`src/sv/vte_ram.sv`:
```
module vte_ram #(
  parameter int Width = 8,
  parameter int Depth = 2,
  localparam int AddrW = (Depth > 1) ? $clog2(Depth) : 1
) (
  input  logic             clk_i,
  input  logic             we_i,
  input  logic [AddrW-1:0] waddr_i,
  input  logic [Width-1:0] wdata_i,
  input  logic             re_i,
  input  logic [AddrW-1:0] raddr_i,
  output logic [Width-1:0] rdata_o
);

  logic [Width-1:0] mem_q [Depth];
  logic [Width-1:0] rdata_q;

  always_ff @(posedge clk_i) begin
    if (we_i) begin
      mem_q[waddr_i] <= wdata_i;
    end
    if (re_i) begin
      rdata_q <= mem_q[raddr_i];
    end
  end

  assign rdata_o = rdata_q;

endmodule

```
`config.mk`:
```
export PLATFORM = sky130hd
export DESIGN_NAME = vte_ram
export DESIGN_NICKNAME = d
export VERILOG_FILES = /design/src/sv/vte_ram.sv
export SDC_FILE = /design/constraint.sdc
export NUM_CORES = 1
export LEC_CHECK = 0
export BUFFER_PORTS_ARGS = -buffer_cell sky130_fd_sc_hd__buf_4
export CAP_MARGIN = 0
export CORE_ASPECT_RATIO = 0.75
export CORE_UTILIZATION = 50
export DETAILED_ROUTE_END_ITERATION = 12
export MAX_ROUTING_LAYER = met4
export PLACE_DENSITY = 0.8
export SYNTH_ARGS = -nofsm -noshare
export SYNTH_HDL_FRONTEND = slang
export SYNTH_SLANG_ARGS = --single-unit
```
`constraint.sdc`:
```
create_clock -name clk_i -period 1 [get_ports clk_i]
set_input_delay 0.15 -clock clk_i [delete_from_list [all_inputs] [get_ports clk_i]]
set_output_delay 0.15 -clock clk_i [all_outputs]
set_load 0.01 [all_outputs]
```
== Word-level counts from Yosys, hierarchy flattened ==
Memory sizes are Yosys's and may differ from the RTL's. A register that Yosys moved wholly into a read port is not among the register bits.
Index checks and enable logic that the tools add are counted.

* Mux-type cells: 2

{| class="wikitable"
|+ Operators with widths
! cell !! count
|-
| $mux W1 || 2
|}

* Input bits: 13
* Word-level logic and storage cells: 3
* Register bits after elaboration: 0
* Output and inout port bits: 8
* Memory bits (writable): 16
* Memories kept: 1

{| class="wikitable"
|+ Memories
! name !! depth !! width !! rd ports !! clocked after memory_dff !! wr ports !! line !! source
|-
| mem_q || 2 || 8 || 1 || 1 || 1 || 15 || <nowiki>logic [Width-1:0] mem_q [Depth];</nowiki>
|}

== Logic depth before layout (Yosys ltp) ==
* Depth after elaboration: 2
* Gate-level depth with buffers: 2
* Gate-level depth less buffers: 1

== Least setup slack after synthesis ==
No wires, ideal clock.

* Kind: input-to-reg
* From: input port we_i
* To: memory mem_q[0][0], enable pin
* Data required time: 0.627 ns
* Path buffers: 0
* Path slack: 0.057 ns
* Library setup time: 0.373 ns
* Stages on the path: 1
* Arrival: 0.570 ns
* Path through: nor2b_1

* Cells in the longest elaborated chain, start to end: 2

{| class="wikitable"
|+ Ends and longest elaborated chain
! what !! line !! source
|-
| from (decl) || 7 || <nowiki>input logic we_i,</nowiki>
|-
| $mux W1 || 19 || <nowiki>if (we_i) begin</nowiki>
|-
| $mux W1 (implied by the code) || 20 || <nowiki>mem_q[waddr_i] <= wdata_i;</nowiki>
|-
| to (decl) || 15 ||
|}

No other way between the ends.

== Final worst setup path ==
* From: register rdata_q[2], in the netlist rdata_o[2] (read register of mem_q)
* To: output port rdata_o[2]

{| class="wikitable"
|+ RTL lines
! what !! line !! source
|-
| from (decl) || 16 || <nowiki>logic [Width-1:0] rdata_q;</nowiki>
|-
| to (decl) || 12 || <nowiki>output logic [Width-1:0] rdata_o</nowiki>
|}

No word-level cell between the ends.

==> run_results.csv <==
group,metric,value,unit
outcome,status,"finished, final reports clean",
final_layout,ff_latch_area,720.7,µm²
placed_design,io_buffers,20,
critical_path,r2r-start,"mem_q[0][7]",
critical_path,startpoint,"rdata_o[2]",
timing,slew_viol_final,0,
power_and_ir_drop,power_leakage,0.4767,nW
routing,vias_per_cell,4.742,
synthesis,yosysSeqAreaShare,83.36,%
global_route,grt_overflow_total,0,
timing,hold_viol_final,0,
critical_path,slowest_delay,400,ps
floorplanning,dieHeight,38.01,µm
routing,num_vias,422,
critical_path,start_kind,"flop",
timing,finalCritPeriodShare,98.10,%
timing,finClkSkew,13.54,ps
final_layout,layout_common_cells,"edfxtp_1, buf_4, mux2_4, dlygate4sd3_1, buf_6",
final_layout,diodes,0,
timing,rsz0062_at_grt,"yes",
routing,wl_per_cell,13.35,µm
floorplanning,start_util,55.91,%
hold_path,min_path_type,"primary input to flop",
clock_tree,clk_pin_slew,110,ps
synthesis,synth.distinct_cells,5,
global_route,grt_max_degree,15,
timing,setup_viol,0,
timing,worst_slew_pin_slew,147.0,ps
power_and_ir_drop,sw_frac_of_total,17.49,%
power_and_ir_drop,p_switching,0.3674,mW
clock_tree,cts_sinks,24,
floorplanning,design.core.area,1546,µm²
timing,min_period,981.0,ps
floorplanning,die_w,50.02,µm
final_layout,area.growth.synth_to_final,39.65,%
clock_tree,post_cts_buffers,0,
power_and_ir_drop,power,2.101,mW
critical_path,cp_max_fo,1,
global_route,antenna_found_initial,0,
timing,slew_headroom,90.20,%
critical_path,endpoint_kind,"output pin",
clock_tree,cts_tree,"yes",
critical_path,arrival,830,ps
global_route,grt_first_pass_wirelength,1607,µm
synthesis,yosys_register_bits,24,
floorplanning,rows,12,
run,max_cap_viol_count,0,
routing,ant_nets,0,
global_route,grt_usage,13.28,%
routing,drt_wl_total,1188,µm
power_and_ir_drop,vdd_drop_max,0.001438,V
critical_path,path_delay_family,"flip-flops",
critical_path,crit_buf_inv,1,
clock_tree,root_buffer,"clkbuf_4",
power_and_ir_drop,power_density,1740,nW/µm²
clock_tree,htreeDepth,1,
power_and_ir_drop,seq_power_share,57.7,%
power_and_ir_drop,comb_power_share,9.9,%
synthesis,syn_inst,35,
synthesis,synth-warning-count,0,
critical_path,crit_slowest_cell,"edfxtp_1",
synthesis,synth_nets,48,
timing,fmax,1019,MHz
routing,drc,0,
routing,first_pass_iters,4,
critical_path,path_class,"flop to output pin",
final_layout,fillCellCount,91,
critical_path,crit_chain,"buf_6",
final_layout,nets,82,
power_and_ir_drop,intPower,1.733,mW
hold_path,hp-start,"re_i",
power_and_ir_drop,p_clk_share,32.4,%
global_route,grt_pass1_vias,361,
final_layout,fin_util,78.07,%
floorplanning,dieArea,1901,µm²
placed_design,gp_congestion,0.6509,
synthesis,syn_avg_cell_area,24.70,µm²
clock_tree,clockBufferDepth,2,
synthesis,synth_area,864.6,µm²
critical_path,required,850,ps
final_layout,final_common_cell,"edfxtp_1",
clock_tree,insertion_delay,310,ps
routing,drt_iter0_drc,7,
clock_tree,cts-buffers-inserted,3,
final_layout,multi_input_area,132.6,µm²
floorplanning,num_io_pins,21,
final_layout,final_layout_size_suffix_gt1_share,50.00,%
## area by class of cell
type,instances,area share [%]
flip-flops and latches,24,59.69
multi-input cells,10,10.98
clock buffers,3,1.865
repair buffers,30,22.80
well taps,21,2.176
clock inverters,1,2.487
## synth_stat cells
cell type  number  area (µm²)
mux2_4          8       120.1
buf_6           1       11.26
nor2b_1         1       6.260
edfxtp_1       24       720.7
and2_1          1       6.260
## per-stage QoR
step	cells	cell area (µm²)	setup slack, ps	setup TNS [ps]	hold slack [ps]
after floorplan	35	864.6	56.56	0	248.9
after global placement	77	1045	116.0	0	335.2
after detailed placement	77	1045	83.49	0	337.6
after CTS	81	1097	4.265	0	0.9850
after global routing	89	1207	-33.43	-186.7	103.6
final	89	1207	19.03	0	113.8
## power by group through the flow
stage               Combinational (mW)  Sequential, mW  Clock [mW]
floorplan                       0.0688            1.24           0
global route                     0.221            1.22       0.736
CTS                              0.172            1.21       0.690
global placement                 0.166            1.23           0
finish                           0.208            1.21       0.681
detailed placement               0.171            1.23           0
## kinds of logic after synthesis
logic type | Yosys count | share of synthesized area, %
buffers and inverters | 1 | 1.302
flip-flops | 24 | 83.36
multiplexers | 8 | 13.89
AND/OR/NAND/NOR | 2 | 1.448
## per-layer routing
layer / vias up / track usage (%) / share of wire [%]
li1: 205 / - / -
met1: 194 / 14.05 / 41
met2: 21 / 22.67 / 53
met3: 2 / 5.952 / 6.1
met4: 0 / 4.286 / 0.34
met5: - / - / 0
## path summary, 6_finish.rpt
path | to | slack, ps | depth (start not counted)
min reg2reg | rdata_o[6] | 570 | 1
min | rdata_o[2] | 110 | 1
max reg2reg | rdata_o[7] | 50 | 1
max | rdata_o[2] | 20 | 1
## what timing repair did
item	4_1_cts	5_1_grt
hold buffers	0	8
setup endpoints to repair	0	8
endpoints found under the hold margin	0	16
resized for setup	0	8
## state kept, by name (all words and copies together), names as in the netlist
name,flops
mem_q,16
rdata_o,8
Power figures use the tool's default switching activity.
